`config.mk`:
```
export PLATFORM = sky130hd
export DESIGN_NAME = decimal_number_validator
export DESIGN_NICKNAME = d
export VERILOG_FILES = /design/src/hw/rtl/dnv_pkg.sv /design/src/hw/rtl/dnv_front.sv /design/src/hw/rtl/dnv_queue.sv /design/src/hw/rtl/dnv_back.sv /design/src/hw/rtl/decimal_number_validator.sv
export SDC_FILE = /design/constraint.sdc
export NUM_CORES = 1
export LEC_CHECK = 0
export BUFFER_PORTS_ARGS = -buffer_cell sky130_fd_sc_hd__buf_4
export CAP_MARGIN = 5
export CORE_UTILIZATION = 53
export CTS_CLUSTER_DIAMETER = 50
export DETAILED_ROUTE_END_ITERATION = 6
export PLACE_DENSITY = 0.75
export REMOVE_ABC_BUFFERS = 1
export SETUP_SLACK_MARGIN = 0.15
export SLEW_MARGIN = 20
export SYNTH_ARGS = -nofsm -noshare
export SYNTH_HDL_FRONTEND = slang
export SYNTH_SLANG_ARGS = --single-unit
```
`constraint.sdc`:
```
create_clock -name clk_i -period 2.3 [get_ports clk_i]
set_input_delay 0.345 -clock clk_i [delete_from_list [all_inputs] [get_ports clk_i]]
set_output_delay 0.345 -clock clk_i [all_outputs]
set_load 0.05 [all_outputs]
```
`src/hw/rtl/dnv_pkg.sv`:
```
`default_nettype none
// ----------------------------------------------------------------------------
// Decimal number validator package
// Shared character classes, the beat format of the internal queue and the
// queue status bundle.
// ----------------------------------------------------------------------------
package dnv_pkg;

  // Default depth of the queue between the classifier and the parser.
  localparam int unsigned QueueDepth = 4;

  // Each byte is reduced to one of these classes before it is queued.
  typedef enum logic [2:0] {
    ClsSpace,
    ClsSign,
    ClsDigit,
    ClsPoint,
    ClsExpMark,
    ClsOther
  } sym_class_e;

  // One queued beat: the class of the byte and the end-of-string mark.
  typedef struct packed {
    sym_class_e cls;
    logic       eos;
  } dnv_beat_t;

  // Queue status as seen by the producer and the consumer.
  typedef struct packed {
    logic full;
    logic empty;
  } dnv_qstat_t;

endpackage
`default_nettype wire

```
`src/hw/rtl/dnv_front.sv`:
```
`default_nettype none
// ----------------------------------------------------------------------------
// Decimal number validator front end
// Reduces each incoming byte to a character class and forms the queue beat.
// ----------------------------------------------------------------------------
module dnv_front import dnv_pkg::*; (
  input  logic [7:0] symbol_i,
  input  logic       end_of_string_i,
  output dnv_beat_t  beat_o
);

  localparam logic [7:0] ChSpace = 8'h20;
  localparam logic [7:0] ChPlus  = 8'h2B;
  localparam logic [7:0] ChMinus = 8'h2D;
  localparam logic [7:0] ChPoint = 8'h2E;
  localparam logic [7:0] ChZero  = 8'h30;
  localparam logic [7:0] ChNine  = 8'h39;
  localparam logic [7:0] ChExp   = 8'h65;

  sym_class_e cls;

  // Only lowercase e marks an exponent; everything not listed is invalid.
  always_comb begin
    priority if (symbol_i >= ChZero && symbol_i <= ChNine) begin
      cls = ClsDigit;
    end else if (symbol_i == ChSpace) begin
      cls = ClsSpace;
    end else if (symbol_i == ChPlus || symbol_i == ChMinus) begin
      cls = ClsSign;
    end else if (symbol_i == ChPoint) begin
      cls = ClsPoint;
    end else if (symbol_i == ChExp) begin
      cls = ClsExpMark;
    end else begin
      cls = ClsOther;
    end
  end

  assign beat_o.cls = cls;
  assign beat_o.eos = end_of_string_i;

endmodule
`default_nettype wire

```
`src/hw/rtl/dnv_queue.sv`:
```
`default_nettype none
// ----------------------------------------------------------------------------
// Decimal number validator queue
// Small first-in first-out buffer that decouples the classifier from the
// parser.
// ----------------------------------------------------------------------------
module dnv_queue import dnv_pkg::*; #(
  parameter int unsigned Depth = QueueDepth
) (
  input  logic       clk_i,
  input  logic       rst_ni,
  input  logic       push_i,
  input  dnv_beat_t  push_beat_i,
  input  logic       pop_i,
  output dnv_beat_t  pop_beat_o,
  output dnv_qstat_t stat_o
);

  localparam int unsigned PtrW = (Depth > 1) ? $clog2(Depth) : 1;
  localparam int unsigned CntW = $clog2(Depth + 1);
  localparam logic [PtrW-1:0] LastPtr = PtrW'(Depth - 1);
  localparam logic [CntW-1:0] FullCnt = CntW'(Depth);

  dnv_beat_t       mem_q [Depth];
  logic [PtrW-1:0] wr_ptr_q, wr_ptr_d;
  logic [PtrW-1:0] rd_ptr_q, rd_ptr_d;
  logic [CntW-1:0] count_q, count_d;

  always_comb begin
    wr_ptr_d = wr_ptr_q;
    rd_ptr_d = rd_ptr_q;
    count_d  = count_q;
    if (push_i) begin
      wr_ptr_d = (wr_ptr_q == LastPtr) ? '0 : wr_ptr_q + PtrW'(1);
    end
    if (pop_i) begin
      rd_ptr_d = (rd_ptr_q == LastPtr) ? '0 : rd_ptr_q + PtrW'(1);
    end
    if (push_i && !pop_i) begin
      count_d = count_q + CntW'(1);
    end else if (pop_i && !push_i) begin
      count_d = count_q - CntW'(1);
    end
  end

  always_ff @(posedge clk_i or negedge rst_ni) begin
    if (!rst_ni) begin
      wr_ptr_q <= '0;
      rd_ptr_q <= '0;
      count_q  <= '0;
    end else begin
      wr_ptr_q <= wr_ptr_d;
      rd_ptr_q <= rd_ptr_d;
      count_q  <= count_d;
    end
  end

  always_ff @(posedge clk_i) begin
    if (push_i) begin
      mem_q[wr_ptr_q] <= push_beat_i;
    end
  end

  assign pop_beat_o   = mem_q[rd_ptr_q];
  assign stat_o.full  = (count_q == FullCnt);
  assign stat_o.empty = (count_q == '0);

endmodule
`default_nettype wire

```
`src/hw/rtl/dnv_back.sv`:
```
`default_nettype none
// ----------------------------------------------------------------------------
// Decimal number validator back end
// Runs the parse phase machine on queued character classes and holds the
// verdict in an output register until it is taken.
// ----------------------------------------------------------------------------
module dnv_back import dnv_pkg::*; (
  input  logic       clk_i,
  input  logic       rst_ni,
  input  dnv_beat_t  beat_i,
  input  dnv_qstat_t qstat_i,
  output logic       pop_o,
  output logic       out_valid_o,
  input  logic       out_stall_i,
  output logic       out_is_valid_o
);

  typedef enum logic [3:0] {
    PhLead,
    PhSign,
    PhInt,
    PhPoint,
    PhFrac,
    PhEMark,
    PhESign,
    PhExp,
    PhTrail,
    PhReject
  } phase_e;

  phase_e phase_q, phase_next;
  logic   out_valid_q;
  logic   is_valid_q;
  logic   accepting;
  logic   out_free;

  always_comb begin
    phase_next = PhReject;
    unique case (phase_q)
      PhLead: begin
        unique case (beat_i.cls)
          ClsSpace: phase_next = PhLead;
          ClsSign:  phase_next = PhSign;
          ClsDigit: phase_next = PhInt;
          ClsPoint: phase_next = PhPoint;
          default:  phase_next = PhReject;
        endcase
      end
      PhSign: begin
        unique case (beat_i.cls)
          ClsDigit: phase_next = PhInt;
          ClsPoint: phase_next = PhPoint;
          default:  phase_next = PhReject;
        endcase
      end
      PhInt: begin
        unique case (beat_i.cls)
          ClsDigit:   phase_next = PhInt;
          ClsPoint:   phase_next = PhPoint;
          ClsExpMark: phase_next = PhEMark;
          ClsSpace:   phase_next = PhTrail;
          default:    phase_next = PhReject;
        endcase
      end
      PhPoint: begin
        phase_next = (beat_i.cls == ClsDigit) ? PhFrac : PhReject;
      end
      PhFrac: begin
        unique case (beat_i.cls)
          ClsDigit:   phase_next = PhFrac;
          ClsExpMark: phase_next = PhEMark;
          ClsSpace:   phase_next = PhTrail;
          default:    phase_next = PhReject;
        endcase
      end
      PhEMark: begin
        unique case (beat_i.cls)
          ClsSign:  phase_next = PhESign;
          ClsDigit: phase_next = PhExp;
          default:  phase_next = PhReject;
        endcase
      end
      PhESign: begin
        phase_next = (beat_i.cls == ClsDigit) ? PhExp : PhReject;
      end
      PhExp: begin
        unique case (beat_i.cls)
          ClsDigit: phase_next = PhExp;
          ClsSpace: phase_next = PhTrail;
          default:  phase_next = PhReject;
        endcase
      end
      PhTrail: begin
        phase_next = (beat_i.cls == ClsSpace) ? PhTrail : PhReject;
      end
      default: phase_next = PhReject;
    endcase
  end

  assign accepting = (phase_next == PhInt) || (phase_next == PhFrac) ||
                     (phase_next == PhExp) || (phase_next == PhTrail);

  // A beat without end of string makes no result, so it may advance even
  // while a verdict waits downstream.
  assign out_free = !out_valid_q || !out_stall_i;
  assign pop_o    = !qstat_i.empty && (!beat_i.eos || out_free);

  always_ff @(posedge clk_i or negedge rst_ni) begin
    if (!rst_ni) begin
      phase_q     <= PhLead;
      out_valid_q <= 1'b0;
    end else begin
      if (pop_o) begin
        phase_q <= beat_i.eos ? PhLead : phase_next;
      end
      if (pop_o && beat_i.eos) begin
        out_valid_q <= 1'b1;
      end else if (!out_stall_i) begin
        out_valid_q <= 1'b0;
      end
    end
  end

  always_ff @(posedge clk_i) begin
    if (pop_o && beat_i.eos) begin
      is_valid_q <= accepting;
    end
  end

  assign out_valid_o    = out_valid_q;
  assign out_is_valid_o = is_valid_q;

endmodule
`default_nettype wire

```
`src/hw/rtl/decimal_number_validator.sv`:
```
`default_nettype none
// ----------------------------------------------------------------------------
// Decimal number validator
// Checks a character stream, one byte per beat, and gives one verdict beat
// on the byte that ends each string.
// ----------------------------------------------------------------------------
// Throughput: one byte per cycle, sustained while the output is not stalled.
// Path: the edge that accepts the last byte of a string writes it into the queue,
// and the edge that pops it from the queue parses it into the output register,
// where the verdict then appears.
// The queue holds up to Depth beats, so the input stalls only once that many
// bytes have piled up behind a stalled verdict.
// Reset: asynchronous, active low; the queue empties, the parser returns to
// the leading blank phase and no verdict is pending.
// ----------------------------------------------------------------------------
module decimal_number_validator import dnv_pkg::*; #(
  parameter int unsigned Depth = QueueDepth
) (
  input  logic       clk_i,
  input  logic       rst_ni,
  input  logic       in_valid_i,
  output logic       in_stall_o,
  input  logic [7:0] in_symbol_i,
  input  logic       in_end_of_string_i,
  output logic       out_valid_o,
  input  logic       out_stall_i,
  output logic       out_is_valid_o
);

  dnv_beat_t  push_beat;
  dnv_beat_t  pop_beat;
  dnv_qstat_t qstat;
  logic       push;
  logic       pop;

  // The front end only classifies bytes; a beat is accepted whenever the
  // queue has room, independent of what the output side is doing.
  dnv_front u_front (
    .symbol_i        (in_symbol_i),
    .end_of_string_i (in_end_of_string_i),
    .beat_o          (push_beat)
  );

  assign in_stall_o = qstat.full;
  assign push       = in_valid_i && !qstat.full;

  dnv_queue #(
    .Depth (Depth)
  ) u_queue (
    .clk_i       (clk_i),
    .rst_ni      (rst_ni),
    .push_i      (push),
    .push_beat_i (push_beat),
    .pop_i       (pop),
    .pop_beat_o  (pop_beat),
    .stat_o      (qstat)
  );

  // The back end steps the phase machine once per popped beat and registers
  // the verdict, which acts as the output stage.
  dnv_back u_back (
    .clk_i          (clk_i),
    .rst_ni         (rst_ni),
    .beat_i         (pop_beat),
    .qstat_i        (qstat),
    .pop_o          (pop),
    .out_valid_o    (out_valid_o),
    .out_stall_i    (out_stall_i),
    .out_is_valid_o (out_is_valid_o)
  );

  // The parser never pops an empty queue.
  assert property (@(posedge clk_i) disable iff (!rst_ni) !(pop && qstat.empty))
    else $error("pop from empty queue");

  // Popping the last byte of a string always presents a verdict next cycle.
  assert property (@(posedge clk_i) disable iff (!rst_ni)
                   (pop && pop_beat.eos) |=> out_valid_o)
    else $error("end of string popped without a verdict");

  // A beat pushed without a pop leaves the queue non-empty.
  assert property (@(posedge clk_i) disable iff (!rst_ni)
                   (push && !pop) |=> !qstat.empty)
    else $error("pushed beat lost");

  // A full and empty queue at once is a counter fault.
  assert property (@(posedge clk_i) disable iff (!rst_ni) !(qstat.full && qstat.empty))
    else $error("queue status inconsistent");

endmodule
`default_nettype wire

```
==> results.txt <==
* CTS tree: yes
- After synthesis the netlist holds a flip-flop and latch count of 29.
* Chip Height: between 50 and 60 um
- Power comes to 0.002717 W.
- The run finished with clean final reports.
* Worst Max-Slew Pin Slew: a little under 500 ps
- Of the cells placed in the final design, the portion with a size suffix greater than 1 is 0.3128.
* Number of cell instances on the worst register-to-register path: 6
* Die area: 3470 um^2
- CTS sink cnt: 29
- The min-delay analysis places its worst path in the category in -> reg.
- First-pass GRT wire length: 5368 um
- Once detail routing completed, the nets flagged for antenna violations numbered 0.
- After detailed routing, the average wire length per cell comes to 15.49 um.
- The compound-gate portion of the synthesized area is 0.1436.
- The share of the Yosys chip area taken by registers is 0.4723.
- Number of global-route vias before repair: roughly 1200
- In this run the standard cell core region covers 3053 um^2.
* Worst slack at placement: 11.06 ps
- The tree is rooted in a sky130_fd_sc_hd__clkbuf_4.
- Post-synthesis cell count: between 150 and 200
* Number of I/O pins: 16
- In the global route stage, overall resource usage came out at 0.2147.
* Vias per inst: just under 6
* Via total after detailed routing: about 1300
- Detailed placer's ending HPWL: 2459 um
* DRC viols: 0
- Initial antenna violation count: 0
- Wires add up to 3454 um.
- The setup check on the worst reg-to-reg path leaves a slack of a little over 30 ps.
- Num rows: 20
- Among all flip-flop cells after synthesis, the most frequent one is sky130_fd_sc_hd__edfxtp_1.
- Net total in the final layout: 198
- Setup repair after global routing missed its margin: true
- Main area contributors after synthesis: sky130_fd_sc_hd__edfxtp_1, sky130_fd_sc_hd__dfrtp_1, sky130_fd_sc_hd__ha_1
- Number of non-filler instances in the completed layout: about 220
* Cell leakage power: 0.8079 nW
* Fillcell total: 244
- The worst path in the final design needs a cycle of 2270 ps, including I/O delays and setup.
* Pin count of the biggest net entering global routing: 17
- Highest ir drop seen on vdd: 0.7685 mV
- Of the total synthesized cell area, the portion taken by XOR and XNOR cells is 0.02551.
- Once routing completed, OpenROAD measured the worst setup slack at between 30 and 40 ps.
- STA classifies the critical path endpoint as a flop.
- Count leader, synth: sky130_fd_sc_hd__edfxtp_1
- Based on the critical path, the design can be clocked at up to between 400 and 500 MHz.
- Number of endpoints failing setup at the final stage: 0
* Critical R2R Launch: u_queue.rd_ptr_q[0]$_DFFE_PN0P_
* Synth-to-Final Area Change: 20.55%
- Post-synthesis cell area: 1717 um^2
- During synthesis, Yosys emitted a total of 0 warnings.
* Largest area contributor in the synthesized netlist: sky130_fd_sc_hd__edfxtp_1
* Final clock skew: 11.07 ps
* Residual overflow from global routing: 0
- The average instance in the mapped netlist occupies 11.37 um^2.
- Ranking of synthesized cells by instance count: sky130_fd_sc_hd__edfxtp_1, sky130_fd_sc_hd__dfrtp_1, sky130_fd_sc_hd__nor2_1, sky130_fd_sc_hd__o21ai_0, sky130_fd_sc_hd__nand2_1
* H-tree depth: 2
* Unique masters post-synth: 46
- The die is 58.91 um wide.
* Critical path destination: u_back.out_is_valid_o$_DFFE_PP_
- Maximum fanout encountered on the critical timing path: 7
* Placed instance count: between 200 and 250
- Yosys mapped a number of flops with a built-in enable equal to 17.
- Period utilisation layout: 0.9868
- 0 antenna diodes ended up in the layout.
- Area fraction in and, or, nand and nor cells after synthesis: 0.1968
- The max-slew violation count came to 0.
- Initial detailed-routing violation count: 65
- Relative slew margins: 0.6735
- Adder-cell share of the synthesized area: 0.05539
- Final Wtd Congestion: 0.8750
* Initial Util: 0.5623
* Number of input and output port buffers inserted: 15
* Detailed-routing iteration count for the pre-antenna-repair pass: 4
* Clock tree buffer depth: 2
- By area, the combinational part of the netlist is dominated by simple AND/OR/NAND/NOR gates.
- Power per cell area: ~1300 nW/um^2
* Clock-pin slew on the worst setup and hold paths: 90 ps
* Origin of the worst setup path: u_queue.rd_ptr_q[0]$_DFFE_PN0P_
- At the later pin of the worst-skew pair, clock insertion delay measures 330 ps.
- The worst setup path is launched from a flop.
* Max Cap Viol: 0
* Post-synth top area share: 0.2974
- Crit path required time: 2390 ps
- STA puts the critical path data arrival time at 2360 ps.
* FF-to-FF End: u_back.out_is_valid_o$_DFFE_PP_
- Async S/R FF share, synth: 0.4138
- The critical path is of the reg -> reg type.
- Counting the buffers created by CTS gives 5.
- Fraction of synthesized area in multiplexers: 0.07362
* Number of failing hold endpoints at the final stage: 0
## sequential cells by signal, indices dropped and copies added, names as in the netlist
| signal | count |
|---|---|
| u_back.phase_q | 4 |
| u_back.out_valid_o | 1 |
| u_queue.count_q | 3 |
| u_queue.mem_q | 16 |
| u_queue.wr_ptr_q | 2 |
| u_queue.rd_ptr_q | 2 |
| u_back.out_is_valid_o | 1 |
## layer usage
metal,up-vias,wire length (um),global-route usage
met5,-,0,0
met4,0,41,0.07483
met3,7,99,0.06593
met2,16,1841,0.3571
met1,640,1471,0.2654
li1,626,-,-
## how the worst min path moves through the flow
stage,endpoint,depth (start not counted),slack [ps],from
finish,u_queue.mem_q[2][0]$_DFFE_PP_,1,220,in_end_of_string_i
floorplan,u_back.out_valid_o$_DFFE_PN0P_,0,50,rst_ni
detailed placement,u_queue.wr_ptr_q[1]$_DFFE_PN0P_,1,190,rst_ni
CTS,u_queue.mem_q[2][0]$_DFFE_PP_,1,210,in_end_of_string_i
global placement,u_queue.wr_ptr_q[0]$_DFFE_PN0P_,1,190,rst_ni
global route,u_queue.mem_q[2][0]$_DFFE_PP_,1,210,in_end_of_string_i
## cell usage in the layout, fill, tap and decap left out, drive strengths merged, types with 4 or more instances in the layout
cell type / netlist / layout
a21oi: 7 / 7
and2: 6 / 6
buf: 1 / 27
clkbuf: 7 / 6
dfrtp: 12 / 12
edfxtp: 17 / 17
ha: 6 / 6
inv: 5 / 5
mux4: 4 / 4
nand2: 8 / 8
nor2: 9 / 9
nor3b: 5 / 5
nor4b: 5 / 5
o21ai: 9 / 9
o31ai: 4 / 4
## logic make-up after synthesis
family | Yosys count
compound gates | 35
mux | 7
simple gates | 55
fa+ha+maj | 7
buf+inv | 13
xor+xnor | 5
flops | 29
## worst max-delay path, stage by stage (launching register included)
cell                      delay, ps
sky130_fd_sc_hd__dfrtp_1        420
sky130_fd_sc_hd__buf_6          130
sky130_fd_sc_hd__mux4_2         570
sky130_fd_sc_hd__and2b_1        220
sky130_fd_sc_hd__a221o_1        340
sky130_fd_sc_hd__nor4_2         270
sky130_fd_sc_hd__mux2i_1         90
## power by group
| group | internal [W] | switching [W] |
|---|---|---|
| clock | 0.000116 | 0.000176 |
| combinational | 0.000742 | 0.000735 |
| sequential | 0.000736 | 0.000211 |
## final cells by class
class / count / area [um^2] / area share
flip-flops and latches: 29 / 810.8 / 0.3918
inverters: 5 / 18.77 / 0.009069
clock inverters: 2 / 11.26 / 0.005441
multi-input cells: 109 / 912.1 / 0.4408
clock buffers: 6 / 41.29 / 0.01995
repair buffers: 28 / 220.2 / 0.1064
well taps: 44 / 55.05 / 0.02660
## through the flow
step	TNS (ps)	util	cell area [um^2]	hold slack [ps]
global placement	0	0.6221	1899	188.3
floorplan	-5479	-	1679	49.41
global route	-70.35	0.6779	2069	205.4
CTS	0	0.6533	1994	208.3
detailed placement	0	0.6221	1899	191.5
finish	0	0.6779	2069	220.7
## timing repair
| action | 4_1_cts | 5_1_grt |
|---|---|---|
| buffers inserted | 2 | 3 |
| gates resized for setup | 6 | 11 |
| endpoints found under the setup margin | 5 | 7 |
| pin swaps | 2 | 6 |
| hold endpoints to repair | 12 | 0 |
| hold buffers | 1 | 0 |
Note: power is estimated with default switching activity, not from simulation.
